File: config.mk
export PLATFORM = sky130hd
export DESIGN_NAME = bitmap_glyph_rasterizer
export DESIGN_NICKNAME = d
export VERILOG_FILES = /design/src/hdl/bgr_pkg.sv /design/src/hdl/bitmap_glyph_rasterizer.sv /design/src/hdl/bgr_font_rom.sv /design/src/hdl/bgr_cell_seq.sv
export SDC_FILE = /design/constraint.sdc
export NUM_CORES = 1
export LEC_CHECK = 0
export BUFFER_PORTS_ARGS = -buffer_cell sky130_fd_sc_hd__buf_4
export CORE_MARGIN = 2
export CORE_UTILIZATION = 47
export DETAILED_ROUTE_END_ITERATION = 10
export HOLD_SLACK_MARGIN = 0.05
export PLACE_DENSITY_LB_ADDON = 0.12
export SLEW_MARGIN = 25
export SYNTH_ARGS = -nofsm -noshare
export SYNTH_HDL_FRONTEND = slang
export SYNTH_MEMORY_MAX_BITS = 65536
export SYNTH_SLANG_ARGS = --single-unit
File: constraint.sdc
create_clock -name clk -period 3.1 [get_ports clk]
set_input_delay 0.465 -clock clk [delete_from_list [all_inputs] [get_ports clk]]
set_output_delay 0.465 -clock clk [all_outputs]
set_load 0.05 [all_outputs]
File: src/hdl/bgr_pkg.sv
// Shared types, constants and font tables for the bitmap glyph rasterizer.
// No dependencies; every other file of the block refers to this package.
package bgr_pkg;

	localparam int CELL_DIM    = 8;
	localparam int ADDR_W      = 17;
	localparam int COLOR_W     = 16;
	localparam int GLYPH_IDX_W = 6;
	localparam int ROW_IDX_W   = 3;
	localparam int PIX_CNT_W   = 6;

	localparam logic [PIX_CNT_W-1:0] LAST_PIX = '1;
	localparam logic [ROW_IDX_W-1:0] LAST_COL = '1;

	// Request word: one character cell
	typedef struct packed {
		logic [5:0]         cell_col;
		logic [4:0]         cell_row;
		logic [7:0]         char_code;
		logic [COLOR_W-1:0] fore_color;
		logic [COLOR_W-1:0] back_color;
	} cell_req_t;

	// Result word: one framebuffer pixel write
	typedef struct packed {
		logic [ADDR_W-1:0]  pixel_addr;
		logic [COLOR_W-1:0] pixel_color;
		logic               last_pixel;
	} pixel_word_t;

	// One pixel issued by the sequencer into the read pipeline
	typedef struct packed {
		logic                   valid;
		logic [GLYPH_IDX_W-1:0] glyph_idx;
		logic [ROW_IDX_W-1:0]   ry;
		logic [ROW_IDX_W-1:0]   cx;
		logic [ADDR_W-1:0]      addr;
		logic [COLOR_W-1:0]     fore;
		logic [COLOR_W-1:0]     back;
		logic                   last;
	} pix_issue_t;

	// Map a character code to its glyph slot; unknown codes take the blank glyph
	function automatic logic [GLYPH_IDX_W-1:0] glyph_index(input logic [7:0] code);
		logic [GLYPH_IDX_W-1:0] idx;
		case (code)
			8'h20:   idx = 6'd0;
			8'h30:   idx = 6'd1;
			8'h31:   idx = 6'd2;
			8'h32:   idx = 6'd3;
			8'h33:   idx = 6'd4;
			8'h34:   idx = 6'd5;
			8'h35:   idx = 6'd6;
			8'h36:   idx = 6'd7;
			8'h37:   idx = 6'd8;
			8'h38:   idx = 6'd9;
			8'h39:   idx = 6'd10;
			8'h41:   idx = 6'd11;
			8'h42:   idx = 6'd12;
			8'h43:   idx = 6'd13;
			8'h44:   idx = 6'd14;
			8'h45:   idx = 6'd15;
			8'h46:   idx = 6'd16;
			8'h47:   idx = 6'd17;
			8'h48:   idx = 6'd18;
			8'h49:   idx = 6'd19;
			8'h4A:   idx = 6'd20;
			8'h4B:   idx = 6'd21;
			8'h4C:   idx = 6'd22;
			8'h4D:   idx = 6'd23;
			8'h4E:   idx = 6'd24;
			8'h4F:   idx = 6'd25;
			8'h50:   idx = 6'd26;
			8'h51:   idx = 6'd27;
			8'h52:   idx = 6'd28;
			8'h53:   idx = 6'd29;
			8'h54:   idx = 6'd30;
			8'h55:   idx = 6'd31;
			8'h56:   idx = 6'd32;
			8'h57:   idx = 6'd33;
			8'h58:   idx = 6'd34;
			8'h59:   idx = 6'd35;
			8'h5A:   idx = 6'd36;
			8'h3D:   idx = 6'd37;
			8'h2D:   idx = 6'd38;
			8'h2E:   idx = 6'd39;
			8'h5F:   idx = 6'd40;
			8'h3A:   idx = 6'd41;
			8'h3E:   idx = 6'd42;
			default: idx = 6'd0;
		endcase
		return idx;
	endfunction

	// Glyph bitmaps, top row in the upper byte, bit 7 of a row is the leftmost pixel
	function automatic logic [63:0] glyph_bits(input logic [GLYPH_IDX_W-1:0] idx);
		logic [63:0] g;
		case (idx)
			6'd1:    g = 64'h70_88_98_A8_C8_88_70_00;
			6'd2:    g = 64'h20_60_20_20_20_20_70_00;
			6'd3:    g = 64'h70_88_10_20_40_80_F8_00;
			6'd4:    g = 64'h70_88_08_30_08_88_70_00;
			6'd5:    g = 64'h10_30_50_90_F8_10_10_00;
			6'd6:    g = 64'hF8_80_F0_08_08_88_70_00;
			6'd7:    g = 64'h70_80_80_F0_88_88_70_00;
			6'd8:    g = 64'hF8_08_10_20_40_40_40_00;
			6'd9:    g = 64'h70_88_88_70_88_88_70_00;
			6'd10:   g = 64'h70_88_88_78_08_08_70_00;
			6'd11:   g = 64'h70_88_88_F8_88_88_88_00;
			6'd12:   g = 64'hF0_88_88_F0_88_88_F0_00;
			6'd13:   g = 64'h70_88_80_80_80_88_70_00;
			6'd14:   g = 64'hF0_88_88_88_88_88_F0_00;
			6'd15:   g = 64'hF8_80_80_F0_80_80_F8_00;
			6'd16:   g = 64'hF8_80_80_F0_80_80_80_00;
			6'd17:   g = 64'h70_88_80_B8_88_88_70_00;
			6'd18:   g = 64'h88_88_88_F8_88_88_88_00;
			6'd19:   g = 64'h70_20_20_20_20_20_70_00;
			6'd20:   g = 64'h38_10_10_10_10_90_60_00;
			6'd21:   g = 64'h88_90_A0_C0_A0_90_88_00;
			6'd22:   g = 64'h80_80_80_80_80_80_F8_00;
			6'd23:   g = 64'h88_D8_A8_A8_88_88_88_00;
			6'd24:   g = 64'h88_C8_C8_A8_98_98_88_00;
			6'd25:   g = 64'h70_88_88_88_88_88_70_00;
			6'd26:   g = 64'hF0_88_88_F0_80_80_80_00;
			6'd27:   g = 64'h70_88_88_88_A8_90_68_00;
			6'd28:   g = 64'hF0_88_88_F0_A0_90_88_00;
			6'd29:   g = 64'h70_88_80_70_08_88_70_00;
			6'd30:   g = 64'hF8_20_20_20_20_20_20_00;
			6'd31:   g = 64'h88_88_88_88_88_88_70_00;
			6'd32:   g = 64'h88_88_88_88_50_50_20_00;
			6'd33:   g = 64'h88_88_88_A8_A8_A8_50_00;
			6'd34:   g = 64'h88_88_50_20_50_88_88_00;
			6'd35:   g = 64'h88_88_50_20_20_20_20_00;
			6'd36:   g = 64'hF8_08_10_20_40_80_F8_00;
			6'd37:   g = 64'h00_00_F8_00_F8_00_00_00;
			6'd38:   g = 64'h00_00_00_F8_00_00_00_00;
			6'd39:   g = 64'h00_00_00_00_00_00_60_00;
			6'd40:   g = 64'h00_00_00_00_00_00_00_F8;
			6'd41:   g = 64'h00_60_60_00_60_60_00_00;
			6'd42:   g = 64'h80_40_20_10_20_40_80_00;
			default: g = 64'h0;
		endcase
		return g;
	endfunction

endpackage

File: src/hdl/bitmap_glyph_rasterizer.sv
// Top level of the bitmap glyph rasterizer: sequencer, font ROM read stage and
// the output register. Depends on bgr_pkg, bgr_cell_seq and bgr_font_rom.
//
// Usage:
//   req channel (req_valid/req_ready/req) takes one character cell word: grid
//   column and row, character code, foreground and background RGB565 colors.
//   pix channel (pix_valid/pix_ready/pix) gives 64 pixel writes per on-grid
//   cell, row-major, leftmost pixel first, last_pixel set on the 64th word.
//   A cell off the grid is accepted and produces nothing.
// Timing:
//   The first pixel of a cell passes from the sequencer registers through the
//   font ROM read register to the output register before it is on pix.
//   One pixel per cycle leaves while pix_ready is high; the pixel counter of
//   the sequencer walks the 64 pixels of a cell. The next request is taken
//   in the cycle the previous cell issues its last pixel.
// Stall and reset:
//   pix_ready low while a word waits on pix freezes the whole pipeline, ROM
//   read port included; no word is lost. Reset clears the sequencer's active
//   flag and pixel count and the valid flags; payload registers are not reset.
module bitmap_glyph_rasterizer #(
	parameter int SCREEN_WIDTH  = 320,
	parameter int SCREEN_HEIGHT = 240
) (
	input  logic                 clk,
	input  logic                 arst_n,
	input  logic                 req_valid,
	output logic                 req_ready,
	input  bgr_pkg::cell_req_t   req,
	output logic                 pix_valid,
	input  logic                 pix_ready,
	output bgr_pkg::pixel_word_t pix
);

	logic                            en;
	bgr_pkg::pix_issue_t             issue;
	logic                            pix_valid_s1;
	logic [bgr_pkg::ROW_IDX_W-1:0]   cx_s1;
	logic [bgr_pkg::ADDR_W-1:0]      addr_s1;
	logic [bgr_pkg::COLOR_W-1:0]     fore_s1;
	logic [bgr_pkg::COLOR_W-1:0]     back_s1;
	logic                            last_s1;
	logic [7:0]                      row_bits;
	logic                            pix_valid_s2;
	bgr_pkg::pixel_word_t            pix_s2;

	// Advance everything unless a finished word is held
	assign en = !pix_valid_s2 || pix_ready;

	bgr_cell_seq #(
		.SCREEN_WIDTH (SCREEN_WIDTH),
		.SCREEN_HEIGHT(SCREEN_HEIGHT)
	) u_seq (
		.clk      (clk),
		.arst_n   (arst_n),
		.req_valid(req_valid),
		.req_ready(req_ready),
		.req      (req),
		.advance  (en),
		.issue    (issue)
	);

	bgr_font_rom u_rom (
		.clk      (clk),
		.en       (en),
		.glyph_idx(issue.glyph_idx),
		.ry       (issue.ry),
		.row_bits (row_bits)
	);

	// Valid flags of the read stage and the output register
	always_ff @(posedge clk or negedge arst_n) begin
		if (!arst_n) begin
			pix_valid_s1 <= 1'b0;
			pix_valid_s2 <= 1'b0;
		end else if (en) begin
			pix_valid_s1 <= issue.valid;
			pix_valid_s2 <= pix_valid_s1;
		end
	end

	// Payload: align pixel data with the ROM word, then pick the color
	always_ff @(posedge clk) begin
		if (en) begin
			cx_s1              <= issue.cx;
			addr_s1            <= issue.addr;
			fore_s1            <= issue.fore;
			back_s1            <= issue.back;
			last_s1            <= issue.last;
			pix_s2.pixel_addr  <= addr_s1;
			pix_s2.pixel_color <= row_bits[~cx_s1] ? fore_s1 : back_s1;
			pix_s2.last_pixel  <= last_s1;
		end
	end

	assign pix_valid = pix_valid_s2;
	assign pix       = pix_s2;

endmodule

File: src/hdl/bgr_font_rom.sv
// Synchronous font ROM: one glyph row per read, with the row data registered.
// Depends on bgr_pkg for the glyph bitmaps and index widths.
module bgr_font_rom (
	input  logic                            clk,
	input  logic                            en,
	input  logic [bgr_pkg::GLYPH_IDX_W-1:0] glyph_idx,
	input  logic [bgr_pkg::ROW_IDX_W-1:0]   ry,
	output logic [7:0]                      row_bits
);

	logic [63:0] glyph;
	logic [7:0]  glyph_rows [bgr_pkg::CELL_DIM];
	logic [7:0]  row_q;

	// Split the bitmap into rows, top row first
	always_comb begin
		glyph = bgr_pkg::glyph_bits(glyph_idx);
		for (int r = 0; r < bgr_pkg::CELL_DIM; r++) begin
			glyph_rows[r] = glyph[63 - 8*r -: 8];
		end
	end

	// Registered read port; hold the word while the pipeline stalls
	always_ff @(posedge clk) begin
		if (en) begin
			row_q <= glyph_rows[ry];
		end
	end

	assign row_bits = row_q;

endmodule

File: src/hdl/bgr_cell_seq.sv
// Cell sequencer: takes one request word, checks it against the grid and walks
// its 64 pixels in row-major order. Depends on bgr_pkg.
module bgr_cell_seq #(
	parameter int SCREEN_WIDTH  = 320,
	parameter int SCREEN_HEIGHT = 240
) (
	input  logic                clk,
	input  logic                arst_n,
	input  logic                req_valid,
	output logic                req_ready,
	input  bgr_pkg::cell_req_t  req,
	input  logic                advance,
	output bgr_pkg::pix_issue_t issue
);

	localparam int ADDR_W = bgr_pkg::ADDR_W;
	localparam int COLS   = SCREEN_WIDTH / bgr_pkg::CELL_DIM;
	localparam int ROWS   = SCREEN_HEIGHT / bgr_pkg::CELL_DIM;
	localparam logic [ADDR_W-1:0] LINE_STEP  = ADDR_W'(SCREEN_WIDTH);
	localparam logic [ADDR_W-1:0] ROW_STRIDE = ADDR_W'(SCREEN_WIDTH * bgr_pkg::CELL_DIM);

	logic                                active_q;
	logic [bgr_pkg::PIX_CNT_W-1:0]       k_q;
	logic [bgr_pkg::GLYPH_IDX_W-1:0]     idx_q;
	logic [bgr_pkg::COLOR_W-1:0]         fore_q;
	logic [bgr_pkg::COLOR_W-1:0]         back_q;
	logic [ADDR_W-1:0]                   line_q;
	logic [bgr_pkg::ROW_IDX_W-1:0]       cx;
	logic                                on_grid;
	logic                                accept;
	logic                                last_issue;
	logic [ADDR_W-1:0]                   base;

	assign cx         = k_q[bgr_pkg::ROW_IDX_W-1:0];
	assign last_issue = active_q && advance && (k_q == bgr_pkg::LAST_PIX);
	assign req_ready  = !active_q || last_issue;
	assign accept     = req_valid && req_ready;
	assign on_grid    = (int'(req.cell_col) < COLS) && (int'(req.cell_row) < ROWS);

	// Top-left pixel of the cell
	assign base = ADDR_W'(req.cell_row) * ROW_STRIDE + ADDR_W'({req.cell_col, 3'b000});

	// Control: load a cell on accept, drop off-grid cells, advance the pixel count
	always_ff @(posedge clk or negedge arst_n) begin
		if (!arst_n) begin
			active_q <= 1'b0;
			k_q      <= '0;
		end else if (accept) begin
			active_q <= on_grid;
			k_q      <= '0;
		end else if (active_q && advance) begin
			k_q <= k_q + 1'b1;
			// go idle once the last pixel has left
			if (k_q == bgr_pkg::LAST_PIX) begin
				active_q <= 1'b0;
			end
		end
	end

	// Cell payload and line address
	always_ff @(posedge clk) begin
		if (accept) begin
			idx_q  <= bgr_pkg::glyph_index(req.char_code);
			fore_q <= req.fore_color;
			back_q <= req.back_color;
			line_q <= base;
		end else if (active_q && advance && cx == bgr_pkg::LAST_COL) begin
			line_q <= line_q + LINE_STEP;
		end
	end

	// Pixel issued this cycle
	always_comb begin
		issue.valid     = active_q;
		issue.glyph_idx = idx_q;
		issue.ry        = k_q[bgr_pkg::PIX_CNT_W-1:bgr_pkg::ROW_IDX_W];
		issue.cx        = cx;
		issue.addr      = line_q + ADDR_W'(cx);
		issue.fore      = fore_q;
		issue.back      = back_q;
		issue.last      = (k_q == bgr_pkg::LAST_PIX);
	end

endmodule

==> results of run 1 <==
## cells by family (layout without fill, tap and decap cells)
| family | count (synthesis) | count (layout) | synth area share (%) |
|---|---|---|---|
| AOI/OAI and AO/OA | 196 | 196 | 16.96 |
| xor gates and xnor gates | 12 | 12 | 1.311 |
| adders and majority gates | 31 | 31 | 4.931 |
| buffers and inverters | 68 | 180 | 4.463 |
| DFF | 150 | 150 | 55.62 |
| muxes | 28 | 28 | 3.917 |
| and+or+nand+nor | 209 | 209 | 12.80 |
## through the flow
stage / cells / worst slack [ns]
2_1_floorplan: 694 / 0.01337
3_3_place_gp: 993 / 0.5369
3_5_place_dp: 993 / 0.5452
4_1_cts: 1026 / 0.4778
5_1_grt: 1026 / 0.3319
6_report: 1026 / 0.4269
## how the worst max path moves through the flow
stage	endpoint	cells after the start
after CTS	u_rom.row_bits[7]$_DFFE_PP_	9
after global routing	u_rom.row_bits[7]$_DFFE_PP_	9
final	u_rom.row_bits[3]$_DFFE_PP_	7
after global placement	u_rom.row_bits[3]$_DFFE_PP_	7
after detailed placement	u_rom.row_bits[3]$_DFFE_PP_	7
after floorplan	u_seq.back_q[0]$_DFFE_PN_	5
## routing by layer
layer  track usage (%)  up-vias
li1                  -     2856
met1             30.38     2961
met2             39.74      358
met3             5.743       95
met4             11.52        0
met5                 0        -
## state kept, by name (all words and copies together) (netlist names), 2 cells and up
signal / cells
u_seq.back_q: 16
addr_s1: 15
u_rom.row_bits: 5
pix: 34
u_seq.line_q: 14
u_seq.k_q: 6
fore_s1: 16
u_seq.idx_q: 6
cx_s1: 2
u_seq.fore_q: 16
back_s1: 16
## power groups by stage
stage / registers (mW) / logic (mW) / clock network, mW
2_1_floorplan: 2.94 / 0.819 / 0
3_3_place_gp: 2.68 / 1.57 / 0
3_5_place_dp: 2.69 / 1.58 / 0
4_1_cts: 2.65 / 1.59 / 2.12
5_1_grt: 2.67 / 1.71 / 2.21
6_report: 2.64 / 1.61 / 2.08
## cells in the final DEF, fill, tap and decap left out, drive strengths merged, types with 13 or more instances in the layout
cell,synthesis,routed
nand2,65,65
nor2,46,46
a31oi,15,15
edfxtp,141,141
o211ai,13,13
nor3,16,16
nand2b,15,15
o21ai,45,45
ha,30,30
inv,22,29
mux2,17,17
nand3,14,14
buf,29,125
clkbuf,17,17
a21oi,39,39
## worst max-delay path: stages (launching register included)
cell and delay (ns):
sky130_fd_sc_hd__edfxtp_1 0.48, sky130_fd_sc_hd__inv_1 0.12, sky130_fd_sc_hd__ha_1 0.52, sky130_fd_sc_hd__nand3b_1 0.20, sky130_fd_sc_hd__nor3_1 0.46, sky130_fd_sc_hd__o31ai_1 0.22, sky130_fd_sc_hd__o311a_1 0.18, sky130_fd_sc_hd__a211oi_1 0.29
## layout make-up
cell class                 count  area share, %
timing repair buffer         126          10.24
clock buffer                  17          4.419
clock inverter                15          1.989
sequential                   150          46.32
tap                          220          2.859
multi-input combinational    476          33.27
inverter                      22         0.8968
==> summary by stage, run 1 <==
Floorplan
The horizontal die dimension is 134.6 µm. The core region is 16640 µm². For this configuration, the core starts out at a cell density of 48.18%. Row generation in the floorplan step produced 47 rows. The die height is 134.6 µm. For this design the top-level I/O count stands at 91. The die area is 18120 µm².

Timing
The final period utilization is 86.23%. The shortest period the worst path allows is 2.673 ns. The hold violation count in the final report is 0. The worst hold slack is 0.2161 ns.

The worst max-slew margin expressed relative to the limit is 44.77%. Setup repair after global routing left no endpoint under its margin. The max-slew violation total from the final report came to 0.

For the pin with the worst max-slew slack, the measured transition is 0.8255 ns. Setup total negative slack on the finished layout was measured at 0 ns. The maximum clock frequency is 374.1 MHz.

The final setup violation count is 0. The maximum clock skew at final layout is 0.02132 ns.

Worst hold path
The worst hold path terminates at u_seq.fore_q[11]$_DFFE_PN_. The type of the worst min-delay path is input port to flip-flop. The worst hold path startpoint is req[27].

Along the worst hold path, the cell count comes to 1.

Logic synthesis
By area the synthesized netlist is led by sky130_fd_sc_hd__edfxtp_1 (53%), sky130_fd_sc_hd__ha_1 (4.7%), sky130_fd_sc_hd__nand2_1 (3.0%). For this run, the number of Yosys warnings is 0. The flop and latch count out of synthesis is 150. The mean instance size in the synthesized netlist is 11.55 µm². For this run, the leading register cell type out of synthesis is sky130_fd_sc_hd__edfxtp_1. Of the post-synthesis cell area, the dominant cell type holds 52.81%. For this run, the register share of the synthesized area comes to 55.62%. In this run, distinct cell masters in the synthesized netlist total 78. Yosys mapped a number of flops with a built-in enable equal to 141. The net count after synthesis is 780.

The most frequently used cell type in the post-synthesis netlist is sky130_fd_sc_hd__edfxtp_1. The synthesized netlist cell count is 694. In the synthesized netlist, the cells that appear most often are sky130_fd_sc_hd__edfxtp_1 (141), sky130_fd_sc_hd__nand2_1 (64), sky130_fd_sc_hd__nor2_1 (46). In the synthesized netlist the async set-or-reset flop fraction comes to 6.000%. The cell type with the highest aggregate area in the netlist is sky130_fd_sc_hd__edfxtp_1. The combined area of all synthesized cells is 8018 µm².

Clock network
The buffer count from post-CTS setup fixing is 0. The number of sinks on the clock net is 150. The CTS root buffer is sky130_fd_sc_hd__clkbuf_16. No sink is reached through more buffers than the 2 on the longest clock path. The CTS clock-pin slew for the worst setup and hold paths is 0.08 ns. TritonCTS built the clock tree. The total of hold buffers inserted after clock tree synthesis is 1. The clock buffer count from CTS is 17. The clock latency on the worst-skew pair is 0.43 ns. The number of instances resized during post-cts repair is 0. The H-tree was split into 4 levels.

Pwr
For this design the static power due to leakage is 3.621 nW. Dividing total power by cell area gives a power density of 657.8 nW/µm². For this design the total switching power over the nets is 2.129 mW.

The total power is 6.333 mW. Of the total power, the share spent switching nets is 33.62%. The sequential cell fraction of total power is 41.7%. The clock network accounts for 32.9% of the total power. The proportion of power drawn by combinational gates is 25.4%. The worst-case IR drop observed on VDD is 0.4236 mV. Cell internal power was estimated by the tool at 4.204 mW.

Route
In the detailed route, the total length drawn on met2 is 10.41 mm. The initial detailed-routing violation count is 906. Using the TritonRoute via totals, the vias-per-cell ratio works out to 6.111.

The length of the first detailed-routing pass in iterations is 7. For this block, the routed nets add up to 21.56 mm of wire. The top layer reached by signal wires is met4. After detailed routing, the wire length on met1 is 8.333 mm. The count of nets left with antenna violations after detail routing is 0. After detailed routing, the number of remaining DRC violations is 0.

The routed length per placed instance is 21.02 µm. The final route contains 6270 vias. The met3 wire length is 1.825 mm.

Finish
Measured on the finished design, the core utilization comes to 57.85%. The sequential cells in the finished layout cover a total of 4459 µm². Cells with a size suffix above 1 make up 23.82% of the layout.

The final-layout fill cell count is 1361. 0 antenna diodes ended up in the layout. Compared with the post-synthesis result, the final layout area differs by 20.07%. The cell area after layout is 9627 µm². For this run, the post-layout net count is 879. Summing all multi-input logic gate instances after layout gives 3203 µm².

Critical path
The startpoint type of the worst setup path is a flip-flop. The start point of the critical path is u_seq.idx_q[0]$_SDFFCE_PP0N_. The worst path required time is 3.33 ns.

The data arrival time of the critical path is 2.90 ns. The worst reg2reg path startpoint is u_seq.idx_q[0]$_SDFFCE_PP0N_. The path type of the worst setup path is flip-flop to flip-flop.

The worst reg2reg path endpoint is u_rom.row_bits[3]$_DFFE_PP_. Of all nets on the critical path, the largest fanout is 12. The worst setup path is captured at a flip-flop.

Across all register-to-register paths, the minimum setup slack is 0.43 ns. The depth of the most critical reg-to-reg path is 7.

Global route
The global-route total usage across every layer is 24.21%. The global-route wire length before repair is 33.35 mm. The number of antenna violations at the first check in global routing is 0. The via count of the first global-routing pass is 5936. The final global-route overflow total is 0. The maximum number of pins on one net before global-route repair is 92.

Job
The number of violations of the max-capacitance limit is 0.

Run status
The run finished with clean final reports.

Place
Once detailed placement completed, the half-perimeter wirelength came to 14.88 mm. The count of buffers from port buffering is 90. Summing all placed instances gives a cell area of 9000 µm². The final weighted congestion in routability-driven placement is 1.003.
No activity file was read; power rests on OpenSTA's default activity.
==> run 2, diff against run 1 <==
- CORE_MARGIN: 2 -> not set
==> run 2 against run 1 <==
  * Design area shrank 0.18%
  * Final cell count shrank 0.39%
  * Sequential share of layout area grew 0.084 points
  * Clock skew shrank 0.014 ns
  * Wire length shrank 6.2%
  * Utilization shrank 0.11 points
  * Sequential cell count is the same
  * Die area shrank 2.9%
  * Sequential power is essentially flat
  * Clock-buffer cell count is the same
  * Non-clock buffer count shrank 4
  * Register-to-register slack gained 0.12 ns
  * Critical path type unchanged
  * Largest cell class unchanged
  * Largest power group unchanged
==> summary by stage, run 2 (synthesized netlist as in run 1, its figures left out) <==
Run status
Status: completed (unchanged).

Critical path
The critical path's largest stage delay is 0.52 ns (about the same). The maximum net fanout on the critical path is 11 (was 12). The kind of end point of the critical path is a flip-flop (unchanged). The start point of the critical path is u_seq.idx_q[1]$_SDFFCE_PP0N_ (was u_seq.idx_q[0]$_SDFFCE_PP0N_).

Cell-by-cell trace of the critical path: inv_1 > ha_1 > nor2_1 > o31ai_1 > a211oi_1 > or4_1 > a21oi_1 > a211oi_1 (was inv_1 > ha_1 > nand3b_1 > nor3_1 > o31ai_1 > o311a_1 > a211oi_1). The worst path required time is 3.26 ns (was 3.33 ns). The path type of the worst setup path is flip-flop to flip-flop (unchanged). The most common cell type on the critical path is sky130_fd_sc_hd__a211oi_1. The highest-delay cell along the critical path is sky130_fd_sc_hd__ha_1 (unchanged). The worst reg2reg path startpoint was u_seq.idx_q[1]$_SDFFCE_PP0N_ (was u_seq.idx_q[0]$_SDFFCE_PP0N_). The startpoint type of the worst setup path is a flip-flop (unchanged). The data arrival time of the critical path is 2.71 ns (was 2.90 ns).

Place
The pre-CTS worst setup slack is 0.5783 ns (was 0.5452 ns). The detailed placement HPWL is 14.09 mm (was 14.88 mm). The final weighted congestion in routability-driven placement is 0.9761 (was 1.003). The count of buffers from port buffering was 90 (unchanged).

Timing
The maximum clock frequency came to 391.5 MHz (was 374.1 MHz). The max-slew violation total from the final report is 0 (unchanged). The worst path setup slack after routing is 0.5460 ns (was 0.4269 ns). The setup total negative slack came to 0 ns (unchanged).

The final setup violation count is 0 (unchanged). The worst max-slew margin expressed relative to the limit is 56.42% (was 44.77%). The transition time at the pin with the least slew margin is 0.6537 ns (was 0.8255 ns). The final period utilization is 82.39% (was 86.23%). The maximum clock skew at final layout is 0.007502 ns (was 0.02132 ns). Setup repair after global routing missed its margin: false (unchanged). The worst hold slack was 0.2151 ns (was 0.2161 ns). The shortest period the worst path allows is 2.554 ns (was 2.673 ns). The hold violation count in the final report is 0 (unchanged).

Finish
Leading cell types in the layout, fill and taps excluded: sky130_fd_sc_hd__edfxtp_1 (141), sky130_fd_sc_hd__buf_4 (118), sky130_fd_sc_hd__nand2_1 (64) (was sky130_fd_sc_hd__edfxtp_1 (141), sky130_fd_sc_hd__buf_4 (122), sky130_fd_sc_hd__nand2_1 (64)). The area occupied by multi-input gates is 3203 µm² (unchanged). The flip-flop count of the largest register, all copies and words added is 34 (unchanged). The leading cell type in the layout, fill and taps excluded is sky130_fd_sc_hd__edfxtp_1 (unchanged). The total inserted antenna cells was 0 (unchanged). The register area came to 4459 µm² (unchanged).

The relative area change from synthesis to final layout came to 19.85% (was 20.07%). The final net count is 875 (was 879). The ratio of cells with drive above 1 in the final layout is 23.44% (was 23.82%). The final-layout fill cell count is 1383 (was 1361).

Pwr
The largest vdd supply drop is 0.6197 mV (was 0.4236 mV). The clock share of power was 33.6% (was 32.9%). The switching part of the total is 32.50% (was 33.62%). The switching power was 2.057 mW (was 2.129 mW). The sequential cell fraction of total power is 41.3% (was 41.7%). The static power due to leakage was 3.604 nW (was 3.621 nW). The proportion of power drawn by combinational gates is 25.0% (was 25.4%). The power density relative to cell area is 658.7 nW/µm² (was 657.8 nW/µm²). The total power was 6.329 mW (was 6.333 mW). The internal power component came to 4.272 mW (was 4.204 mW).

Route
The routed length per placed instance was 19.79 µm (was 21.02 µm). The wire length reported by the detailed router was 20.23 mm (was 21.56 mm). The length of the first detailed-routing pass in iterations is 7 (unchanged). The average vias per placed instance is 6.005 (was 6.111). The overall via count from detail_route was 6137 (was 6270). The residual DRC count is 0 (unchanged). The initial detailed-routing violation count was 703 (was 906).

The count of nets left with antenna violations after detail routing is 0 (unchanged).

Floorplan
The die area is 17590 µm² (was 18120 µm²). The die height is 132.6 µm (was 134.6 µm). The I/O pin count is 91 (unchanged).

The effective utilization at floorplan is 48.18% (unchanged). The standard cell core area was 16640 µm² (unchanged). The row count is 47 (unchanged). The horizontal die dimension is 132.6 µm (was 134.6 µm).

Clock network
The TritonCTS clock tree is yes (unchanged). The number of instances resized during post-cts repair is 0 (unchanged). The CTS clock-pin slew for the worst setup and hold paths was 0.07 ns (was 0.08 ns).

The maximum buffer depth of the clock tree is 2 (unchanged). The CTS root buffer is sky130_fd_sc_hd__clkbuf_16 (unchanged). The buffer count from post-CTS setup fixing is 0 (unchanged).

The number of sinks on the clock net came to 150 (unchanged). The clock latency on the worst-skew pair came to 0.42 ns (was 0.43 ns). The clock buffer count from CTS is 17 (unchanged).

The depth of the CTS H-tree was 4 (unchanged).

Global route
The global-route total usage across every layer came to 23.69% (was 24.21%). The final global-route overflow total was 0 (unchanged). The global-route wire length before repair was 31.98 mm (was 33.35 mm). The number of antenna violations at the first check in global routing was 0 (unchanged).

The via count of the first global-routing pass is 5903 (was 5936). The maximum number of pins on one net before global-route repair came to 74 (was 92).

Job
The number of violations of the max-capacitance limit is 0 (unchanged).

Worst hold path
The worst hold path startpoint is req[30] (was req[27]). The type of the worst min-delay path is input port to flip-flop (unchanged).
run 2: cell types whose count changed in the layout (fill, tap and decap cells not counted), sizes merged:
cell and change:
buf -4, bufinv +1, clkinv -3, clkinvlp +1
inv +1
run 2: area by class of cell:
class | count | share of cell area (%)
clock buffer | 17 | 4.427
clock inverter | 15 | 2.122
inverter | 22 | 0.8984
multi-input combinational | 476 | 33.33
sequential | 150 | 46.41
tap | 220 | 2.865
timing repair buffer | 122 | 9.948
run 2: final timing paths:
kind / endpoint / slack, ns / cells past startpoint
min in group asynchronous: u_seq.k_q[2]$_DFFE_PN0P_ / 0.40 / 2
hold / removal: u_seq.fore_q[14]$_DFFE_PN_ / 0.22 / 1
hold reg to reg: back_s1[3]$_DFFE_PP_ / 0.42 / 0
max in group asynchronous: u_seq.k_q[5]$_DFFE_PN0P_ / 2.56 / 2
setup reg to reg: u_rom.row_bits[3]$_DFFE_PP_ / 0.55 / 8
setup / recovery: u_rom.row_bits[3]$_DFFE_PP_ / 0.55 / 8
run 2: routing by layer:
metal	track usage, %	part of all wire, %
met1	29.74	40
met5	0	0
met3	4.291	6.6
met4	13.47	4.6
met2	38.65	49
run 2: per-stage QoR:
| step | area (µm²) | instances | utilization (%) |
|---|---|---|---|
| after floorplan | 8024 | 694 | - |
| after global placement | 8970 | 989 | 53.90 |
| after detailed placement | 8970 | 989 | 53.90 |
| after CTS | 9609 | 1022 | 57.74 |
| after global routing | 9609 | 1022 | 57.74 |
| final | 9609 | 1022 | 57.74 |
run 2: repair_timing:
action | CTS | global route
endpoints found under the hold margin | 9 | 0
endpoints found under the setup margin | 0 | 0
hold buffers | 1 | 0
run 2: power by group through the flow:
stage / Combinational, mW / Clock, mW / Sequential (mW)
final: 1.59 / 2.13 / 2.62
after global routing: 1.69 / 2.26 / 2.64
after CTS: 1.58 / 2.17 / 2.62
after detailed placement: 1.57 / 0 / 2.66
after global placement: 1.56 / 0 / 2.66
after floorplan: 0.819 / 0 / 2.94
run 2: critical path, delay by kind of cell (launching register included):
kind                       cells  cell delay [ns]
adders and majority gates      1             0.52
buffers and inverters          1             0.16
AOI/OAI and AO/OA              4             0.63
DFF                            1             0.39
and+or+nand+nor                2             0.60
